--- src/hw/rtl/pse_pkg.sv ---
// ----------------------------------------------------------------------------
// pse_pkg
// shared constants, command codes and controller/datapath interface types
// for the permutation shuffle engine
// ----------------------------------------------------------------------------
package pse_pkg;

	localparam int TABLE_SIZE = 52;
	localparam int IDX_W      = 6;
	localparam int RAND_W     = 32;
	localparam int REM_W      = IDX_W + 1;
	localparam int CNT_W      = $clog2(RAND_W);

	localparam logic [IDX_W-1:0] LAST_IDX = IDX_W'(TABLE_SIZE - 1);
	localparam logic [CNT_W-1:0] CNT_LAST = CNT_W'(RAND_W - 1);

	// command codes
	localparam logic [1:0] CMD_RESTORE = 2'd0;
	localparam logic [1:0] CMD_STEP    = 2'd1;
	localparam logic [1:0] CMD_DUMP    = 2'd2;

	// read address select
	localparam logic [1:0] RD_SEL_I    = 2'd0;
	localparam logic [1:0] RD_SEL_J    = 2'd1;
	localparam logic [1:0] RD_SEL_DUMP = 2'd2;

	typedef struct packed {
		logic       restore;
		logic       step_start;
		logic       dump_clr;
		logic       mod_en;
		logic       rd_en;
		logic [1:0] rd_sel;
		logic       latch_vi;
		logic       wr_i;
		logic       wr_j;
		logic       load_res;
		logic       load_dump;
		logic       dump_inc;
	} pse_ctl_t;

	typedef struct packed {
		logic dump_last;
	} pse_sts_t;

endpackage

--- src/hw/rtl/pse_datapath.sv ---
// ----------------------------------------------------------------------------
// pse_datapath
// card table memory with valid bits, step index, bit-serial modulo unit,
// swap registers and the output payload register
// ----------------------------------------------------------------------------
module pse_datapath (
	input  logic                    clk,
	input  logic                    arst_n,
	input  pse_pkg::pse_ctl_t       ctl,
	output pse_pkg::pse_sts_t       sts,
	input  logic [31:0]             rand_value,
	output logic [pse_pkg::IDX_W-1:0] position,
	output logic [pse_pkg::IDX_W-1:0] card,
	output logic                    pass_done,
	output logic                    last
);
	import pse_pkg::*;

	logic [IDX_W-1:0]      mem [TABLE_SIZE];
	logic [TABLE_SIZE-1:0] vld_q;

	logic [IDX_W-1:0]  step_q;
	logic [IDX_W-1:0]  i_q;
	logic [IDX_W-1:0]  i_eff;
	logic [RAND_W-1:0] rnd_q;
	logic [REM_W-1:0]  rem_q;
	logic [REM_W-1:0]  div;
	logic [REM_W-1:0]  trial;
	logic [REM_W-1:0]  rem_nxt;
	logic [IDX_W-1:0]  j;

	logic [IDX_W-1:0] rd_addr;
	logic [IDX_W-1:0] rd_addr_q;
	logic [IDX_W-1:0] rd_data_q;
	logic             rd_vld_q;
	logic [IDX_W-1:0] rd_card;
	logic [IDX_W-1:0] vi_q;

	logic [IDX_W-1:0] dump_q;
	logic [IDX_W-1:0] res_pos_q;
	logic [IDX_W-1:0] res_card_q;
	logic             res_done_q;

	logic [IDX_W-1:0] position_q;
	logic [IDX_W-1:0] card_q;
	logic             pass_done_q;
	logic             last_q;

	// step index is reloaded if ever out of range
	assign i_eff = (step_q == '0 || step_q > LAST_IDX) ? LAST_IDX : step_q;

	// restoring modulo, one dividend bit a cycle
	assign div     = REM_W'(i_q) + REM_W'(1);
	assign trial   = {rem_q[IDX_W-1:0], rnd_q[RAND_W-1]};
	assign rem_nxt = (trial >= div) ? (trial - div) : trial;
	assign j       = rem_q[IDX_W-1:0];

	always_comb begin
		case (ctl.rd_sel)
			RD_SEL_I:    rd_addr = i_q;
			RD_SEL_J:    rd_addr = j;
			RD_SEL_DUMP: rd_addr = dump_q;
			default:     rd_addr = i_q;
		endcase
	end

	// unwritten entries read as their own index
	assign rd_card = rd_vld_q ? rd_data_q : rd_addr_q;

	always_ff @(posedge clk) begin
		if (ctl.rd_en) begin
			rd_data_q <= mem[rd_addr];
		end
		if (ctl.wr_i) begin
			mem[i_q] <= rd_card;
		end else if (ctl.wr_j) begin
			mem[j] <= vi_q;
		end
	end

	always_ff @(posedge clk or negedge arst_n) begin
		if (!arst_n) begin
			vld_q  <= '0;
			step_q <= LAST_IDX;
		end else begin
			if (ctl.restore) begin
				vld_q  <= '0;
				step_q <= LAST_IDX;
			end else begin
				if (ctl.wr_i) vld_q[i_q] <= 1'b1;
				if (ctl.wr_j) vld_q[j]   <= 1'b1;
				if (ctl.step_start) begin
					step_q <= (i_eff == IDX_W'(1)) ? LAST_IDX : (i_eff - IDX_W'(1));
				end
			end
		end
	end

	always_ff @(posedge clk) begin
		if (ctl.rd_en) begin
			rd_vld_q  <= vld_q[rd_addr];
			rd_addr_q <= rd_addr;
		end
		if (ctl.latch_vi) vi_q <= rd_card;
		if (ctl.step_start) begin
			i_q        <= i_eff;
			rnd_q      <= rand_value;
			rem_q      <= '0;
			res_pos_q  <= i_eff;
			res_done_q <= (i_eff == IDX_W'(1));
		end else if (ctl.mod_en) begin
			rnd_q <= {rnd_q[RAND_W-2:0], 1'b0};
			rem_q <= rem_nxt;
		end
		if (ctl.wr_i) res_card_q <= rd_card;
		if (ctl.restore) begin
			res_pos_q  <= LAST_IDX;
			res_card_q <= LAST_IDX;
			res_done_q <= 1'b0;
		end
		if (ctl.dump_clr) begin
			dump_q <= '0;
		end else if (ctl.dump_inc) begin
			dump_q <= dump_q + IDX_W'(1);
		end
		if (ctl.load_res) begin
			position_q  <= res_pos_q;
			card_q      <= res_card_q;
			pass_done_q <= res_done_q;
			last_q      <= 1'b1;
		end else if (ctl.load_dump) begin
			position_q  <= dump_q;
			card_q      <= rd_card;
			pass_done_q <= 1'b0;
			last_q      <= (dump_q == LAST_IDX);
		end
	end

	assign sts.dump_last = (dump_q == LAST_IDX);
	assign position      = position_q;
	assign card          = card_q;
	assign pass_done     = pass_done_q;
	assign last          = last_q;

	a_step_range: assert property (@(posedge clk) disable iff (!arst_n)
		step_q != '0 && step_q <= LAST_IDX)
		else $error("step index out of range");

	a_swap_partner: assert property (@(posedge clk) disable iff (!arst_n)
		ctl.wr_i |-> j <= i_q)
		else $error("swap partner beyond step index");

	a_rem_bound: assert property (@(posedge clk) disable iff (!arst_n)
		ctl.mod_en |=> rem_q < div)
		else $error("modulo remainder not reduced");

endmodule

--- src/hw/rtl/pse_ctrl.sv ---
// ----------------------------------------------------------------------------
// pse_ctrl
// command sequencer: modulo iterations, swap read/write order, dump walk and
// output register handshake
// ----------------------------------------------------------------------------
module pse_ctrl (
	input  logic              clk,
	input  logic              arst_n,
	input  logic              in_valid,
	output logic              in_ready,
	input  logic [1:0]        cmd,
	output logic              out_valid,
	input  logic              out_ready,
	output pse_pkg::pse_ctl_t ctl,
	input  pse_pkg::pse_sts_t sts
);
	import pse_pkg::*;

	localparam logic [3:0] ST_IDLE      = 4'd0;
	localparam logic [3:0] ST_MOD       = 4'd1;
	localparam logic [3:0] ST_RD_I      = 4'd2;
	localparam logic [3:0] ST_RD_J      = 4'd3;
	localparam logic [3:0] ST_WR_I      = 4'd4;
	localparam logic [3:0] ST_WR_J      = 4'd5;
	localparam logic [3:0] ST_EMIT      = 4'd6;
	localparam logic [3:0] ST_DUMP_RD   = 4'd7;
	localparam logic [3:0] ST_DUMP_WAIT = 4'd8;

	logic [3:0]       state_q;
	logic [3:0]       state_nxt;
	logic [CNT_W-1:0] cnt_q;
	logic             out_valid_q;
	logic             out_free;
	logic             accept;

	assign in_ready = (state_q == ST_IDLE);
	assign accept   = in_valid && in_ready;
	assign out_free = !out_valid_q || out_ready;

	always_comb begin
		ctl       = '0;
		ctl.rd_sel = RD_SEL_I;
		state_nxt = state_q;
		case (state_q)
			ST_IDLE: begin
				if (accept) begin
					case (cmd)
						CMD_RESTORE: begin
							ctl.restore = 1'b1;
							state_nxt   = ST_EMIT;
						end
						CMD_STEP: begin
							ctl.step_start = 1'b1;
							state_nxt      = ST_MOD;
						end
						CMD_DUMP: begin
							ctl.dump_clr = 1'b1;
							state_nxt    = ST_DUMP_RD;
						end
						default: state_nxt = ST_IDLE;
					endcase
				end
			end
			ST_MOD: begin
				ctl.mod_en = 1'b1;
				if (cnt_q == CNT_LAST) state_nxt = ST_RD_I;
			end
			ST_RD_I: begin
				ctl.rd_en  = 1'b1;
				ctl.rd_sel = RD_SEL_I;
				state_nxt  = ST_RD_J;
			end
			ST_RD_J: begin
				ctl.rd_en    = 1'b1;
				ctl.rd_sel   = RD_SEL_J;
				ctl.latch_vi = 1'b1;
				state_nxt    = ST_WR_I;
			end
			ST_WR_I: begin
				ctl.wr_i  = 1'b1;
				state_nxt = ST_WR_J;
			end
			ST_WR_J: begin
				ctl.wr_j  = 1'b1;
				state_nxt = ST_EMIT;
			end
			ST_EMIT: begin
				if (out_free) begin
					ctl.load_res = 1'b1;
					state_nxt    = ST_IDLE;
				end
			end
			ST_DUMP_RD: begin
				ctl.rd_en  = 1'b1;
				ctl.rd_sel = RD_SEL_DUMP;
				state_nxt  = ST_DUMP_WAIT;
			end
			ST_DUMP_WAIT: begin
				ctl.rd_sel = RD_SEL_DUMP;
				if (out_free) begin
					ctl.load_dump = 1'b1;
					if (sts.dump_last) begin
						state_nxt = ST_IDLE;
					end else begin
						ctl.dump_inc = 1'b1;
						state_nxt    = ST_DUMP_RD;
					end
				end
			end
			default: state_nxt = ST_IDLE;
		endcase
	end

	always_ff @(posedge clk or negedge arst_n) begin
		if (!arst_n) begin
			state_q     <= ST_IDLE;
			cnt_q       <= '0;
			out_valid_q <= 1'b0;
		end else begin
			state_q <= state_nxt;
			if (ctl.step_start) begin
				cnt_q <= '0;
			end else if (ctl.mod_en) begin
				cnt_q <= cnt_q + CNT_W'(1);
			end
			if (ctl.load_res || ctl.load_dump) begin
				out_valid_q <= 1'b1;
			end else if (out_ready) begin
				out_valid_q <= 1'b0;
			end
		end
	end

	assign out_valid = out_valid_q;

	a_load_free: assert property (@(posedge clk) disable iff (!arst_n)
		(ctl.load_res || ctl.load_dump) |-> (!out_valid_q || out_ready))
		else $error("output register overwritten");

	a_mod_len: assert property (@(posedge clk) disable iff (!arst_n)
		(state_q == ST_MOD && cnt_q == CNT_LAST) |=> state_q == ST_RD_I)
		else $error("modulo iteration count wrong");

endmodule

--- src/hw/rtl/permutation_shuffle_engine.sv ---
// ----------------------------------------------------------------------------
// permutation_shuffle_engine
// fisher-yates card table: restore, single shuffle step and table dump
// ----------------------------------------------------------------------------
// sequence: restore goes straight to the output load; a step runs one modulo
//   iteration per random bit, two table reads, two writes and one output load
// throughput: one transaction at a time; a step is paced by the one-bit-a-cycle
//   modulo and the single table port; a dump reads out one position at a time
// reset: arst_n clears control and valid bits at once, table reads as identity
//   order and the step index reloads to the last position; no clearing pass
module permutation_shuffle_engine (
	input  logic                      clk,
	input  logic                      arst_n,
	input  logic                      in_valid,
	output logic                      in_ready,
	input  logic [1:0]                cmd,
	input  logic [31:0]               rand_value,
	output logic                      out_valid,
	input  logic                      out_ready,
	output logic [pse_pkg::IDX_W-1:0] position,
	output logic [pse_pkg::IDX_W-1:0] card,
	output logic                      pass_done,
	output logic                      last
);
	import pse_pkg::*;

	// command and status between sequencer and datapath
	pse_ctl_t ctl;
	pse_sts_t sts;

	// sequencer: accepts a transaction only when idle, walks the command
	pse_ctrl u_ctrl (
		.clk       (clk),
		.arst_n    (arst_n),
		.in_valid  (in_valid),
		.in_ready  (in_ready),
		.cmd       (cmd),
		.out_valid (out_valid),
		.out_ready (out_ready),
		.ctl       (ctl),
		.sts       (sts)
	);

	// datapath: card table, modulo unit and output payload register
	pse_datapath u_dp (
		.clk        (clk),
		.arst_n     (arst_n),
		.ctl        (ctl),
		.sts        (sts),
		.rand_value (rand_value),
		.position   (position),
		.card       (card),
		.pass_done  (pass_done),
		.last       (last)
	);

	// a result at the last position always ends its transaction
	a_last_pos: assert property (@(posedge clk) disable iff (!arst_n)
		(out_valid && !last) |-> position < LAST_IDX)
		else $error("non-final result at last position");

	// a completed pass is only flagged on a single-result transaction
	a_done_last: assert property (@(posedge clk) disable iff (!arst_n)
		(out_valid && pass_done) |-> (last && position == IDX_W'(1)))
		else $error("pass done on wrong result");

endmodule

--- config.mk ---
export PLATFORM = sky130hd
export DESIGN_NAME = permutation_shuffle_engine
export DESIGN_NICKNAME = d
export VERILOG_FILES = /design/src/hw/rtl/pse_pkg.sv /design/src/hw/rtl/pse_datapath.sv /design/src/hw/rtl/pse_ctrl.sv /design/src/hw/rtl/permutation_shuffle_engine.sv
export SDC_FILE = /design/constraint.sdc
export NUM_CORES = 1
export LEC_CHECK = 0
export ABC_AREA = 0
export BUFFER_PORTS_ARGS = -buffer_cell sky130_fd_sc_hd__buf_2
export CORE_ASPECT_RATIO = 0.9
export CORE_MARGIN = 4
export CORE_UTILIZATION = 56
export CTS_CLUSTER_DIAMETER = 60
export CTS_CLUSTER_SIZE = 40
export DETAILED_ROUTE_END_ITERATION = 12
export HOLD_SLACK_MARGIN = 0.06
export MAX_ROUTING_LAYER = met4
export PLACE_DENSITY_LB_ADDON = 0.2
export SKIP_LAST_GASP = 1
export SYNTH_ARGS = -nofsm -noshare
export SYNTH_HDL_FRONTEND = slang
export SYNTH_SLANG_ARGS = --single-unit
--- constraint.sdc ---
create_clock -name clk -period 3.48 [get_ports clk]
set_input_delay 0.174 -clock clk [delete_from_list [all_inputs] [get_ports clk]]
set_output_delay 0.174 -clock clk [all_outputs]
set_load 0.02 [all_outputs]
==> flow_summary.ini <==
[critical_path]
cp_slowest_cell = mux4_2
worstPathCellList = nor2b_4, nand2_1, o21ai_1, buf_4, inv_1, ha_2, a22o_4, o21ai_4, buf_12, clkbuf_16, mux4_2, a22oi_2, a32oi_2, a22o_1
r2r-start = u_ctrl.state_q[2]$_DFFE_PN0P_
cp.required_ps = 3770
slowest_delay_ps = 530
path_delay_family = compound AO/OA/AOI/OAI gates
crit_arrival_ps = 3730
cp_num_buf_inv = 4
critPathLaunchType = flop
crit_start = u_ctrl.state_q[2]$_DFFE_PN0P_
critPathMaxFanout = 6
r2r_setup_slack_ps = 50
worst-setup-path-type = reg2reg
crit_path_end_kind = flop

[logic_synthesis]
netlist_instances = 1571
synth_seq_cells = 476
synthArstFlopShare = 0.143
avgSynthCellArea_um2 = 13.1
synthFlopType = edfxtp_1
synth_nets = 1628
seq_area_frac_synth = 0.666
synth-edff-count = 382
yosys.area.top_type = edfxtp_1
synth_area_mm2 = 0.0206
synth_top_cell_area_share = 0.557
synth_cell_type_count = 62
yosysWarnings = 0
ys_top_cells_by_area = edfxtp_1, dfrtp_1, mux4_2

[place]
dpl_cell_area_mm2 = 0.0222
port_buffers = 53
dp_hpwl_mm = 35.3
gp_congestion = 0.940

[global_route]
grt_start_max_net_pins = 59
grt_pass1_vias = 13400
grt_pass1_wl_mm = 81.7
overflow = 0
grt.total_usage = 0.273
antenna_found_initial = 0

[timing]
fin_setup_tns_ps = 0
slew_violations = 0
max-slew-margin-rel = 0.414
period_share = 0.987
hold_ws_ps = 223
worst_slew_pin_slew_ps = 879
setup_viol = 0
fin_skew_ps = 43.1
finalHoldViolations = 0
max_freq_mhz = 291
period_needed_ps = 3430

[job]
drv_cap = 0

[die]
die_w_um = 210
io_pins = 54
die_h_um = 190
initial_utilization = 0.569
core_area_mm2 = 0.0362
dieArea_mm2 = 0.0399
num_rows = 66

[clock_network]
cts-buffers-inserted = 34
clk_path_buf_depth = 3
htreeDepth = 2
path_clk_slew_ps = 80
clk_latency_ps = 550
cts-root-buf = clkbuf_16
cts.sinks = 476
tritoncts = built

[finish]
final_nets = 1816
synthToLayoutAreaGrowth_pct = 17.6
postLayoutCellArea_mm2 = 0.0242
final_cell_mix = edfxtp_1, nand2_1, nor2_1
final_util = 0.669
final_common_cell = edfxtp_1
drive_gt1_frac = 0.219
nFillCells = 2583

[routing]
drt-initial-drc-count = 1647
wl_mm = 53.2
num_vias = 14000
viasPerCell = 6.19
drtAntennaViolNets = 0
post-route-drc-count = 0
firstDrtPassIters = 5
routedWlPerCell_um = 23.5

[pwr]
power_mw = 18.6
power.density_mw_per_mm2 = 768
p_leak_nw = 8.93
ir_drop_uv = 700

[status]
outcome = completed

[min_path]
min-delay-start = in_valid
hold_class = in2reg
-- report_power, final --
group	switching (mW)	internal, mW
registers	0.565	7.71
clock network	2.08	2.24
logic	3.56	2.42
total	6.21	12.4
-- cell families (layout without fill, tap and decap cells) --
family,count (synthesis),in the layout,share of synthesized area
AND/OR/NAND/NOR,632,632,0.129
buffers and inverters,116,330,0.0265
flip-flops,476,476,0.666
AO/OA/AOI/OAI,217,217,0.0735
other,0,1,0
XOR/XNOR,14,14,0.00596
adder cells (fa/ha/maj),19,19,0.0119
multiplexers,97,97,0.0874
-- worst reg2reg max path: stages (launching register included) --
cell and delay (ps):
dfrtp_1 400, nor2b_4 180, nand2_1 80, o21ai_1 160, buf_4 140, inv_1 40
ha_2 170, a22o_4 270, o21ai_4 140, buf_12 180, clkbuf_16 200, mux4_2 530
a22oi_2 300, a32oi_2 170, a22o_1 260
-- worst paths after layout --
path,endpoint,cells after the start
max,u_dp.rd_data_q[5]$_DFFE_PP_,14
min,u_dp.dump_q[4]$_SDFFE_PP0P_,3
max reg2reg,u_dp.rd_data_q[5]$_DFFE_PP_,14
min reg2reg,u_dp.res_pos_q[2]$_SDFFE_PP0P_,2
max in group asynchronous,u_dp.vld_q[40]$_DFF_PN0_,3
min in group asynchronous,u_dp.vld_q[27]$_DFF_PN0_,2
-- flip-flops by register name (all words and copies together) (netlist names) --
name / flops
u_dp.mem: 312
u_dp.vld_q: 52
u_dp.rnd_q: 32
u_dp.card: 6
u_dp.dump_q: 6
u_dp.i_q: 6
u_dp.position: 6
u_dp.rd_addr_q: 6
u_dp.rd_data_q: 6
u_dp.rem_q: 6
u_dp.res_card_q: 6
u_dp.res_pos_q: 6
u_dp.step_q: 6
u_dp.vi_q: 6
u_ctrl.cnt_q: 5
u_ctrl.state_q: 4
u_ctrl.out_valid: 1
u_dp.last: 1
u_dp.pass_done: 1
u_dp.rd_vld_q: 1
u_dp.res_done_q: 1
-- cells in the mapped netlist (all sizes together) (16+ instances only) --
| cell type | instances |
|---|---|
| a21oi | 43 |
| edfxtp | 382 |
| a221oi | 20 |
| nand2 | 268 |
| dfxtp | 26 |
| o211ai | 16 |
| nor3 | 21 |
| nor2 | 212 |
| clkbuf | 41 |
| buf | 45 |
| ha | 18 |
| o22ai | 32 |
| a22oi | 28 |
| mux2i | 20 |
| o21ai | 27 |
| mux4 | 65 |
| nand3 | 69 |
| dfrtp | 64 |
| inv | 29 |
-- cell type report --
class | instances | area [um^2] | area share
Sequential cell | 476 | 13700 | 0.566
Timing Repair Buffer | 238 | 1980 | 0.0816
Inverter | 30 | 113 | 0.00465
Multi-Input combinational cell | 979 | 6590 | 0.272
Antenna cell | 1 | 2.50 | 0.000103
Clock buffer | 40 | 968 | 0.0400
Tap cell | 476 | 596 | 0.0246
Clock inverter | 22 | 254 | 0.0105
-- routing by layer --
layer,wire [um],global-route usage
met1,22700,0.410
met3,4600,0.0435
met5,0,-
met2,24700,0.402
met4,1170,0.0597
-- through the flow --
stage | setup slack, ps | cells
6_report | 46.4 | 2262
5_1_grt | -80.2 | 2261
4_1_cts | 9.73 | 2251
3_5_place_dp | -223 | 2152
3_3_place_gp | -259 | 2152
2_1_floorplan | 10.6 | 1571
-- timing repair --
item,4_1_cts,5_1_grt
hold endpoints to repair,59,0
hold buffers,34,0
buffers inserted,2,8
gates resized for setup,18,28
setup endpoints to repair,7,7
gates cloned,1,2
pin swaps,2,9
Power figures use the tool's default switching activity.
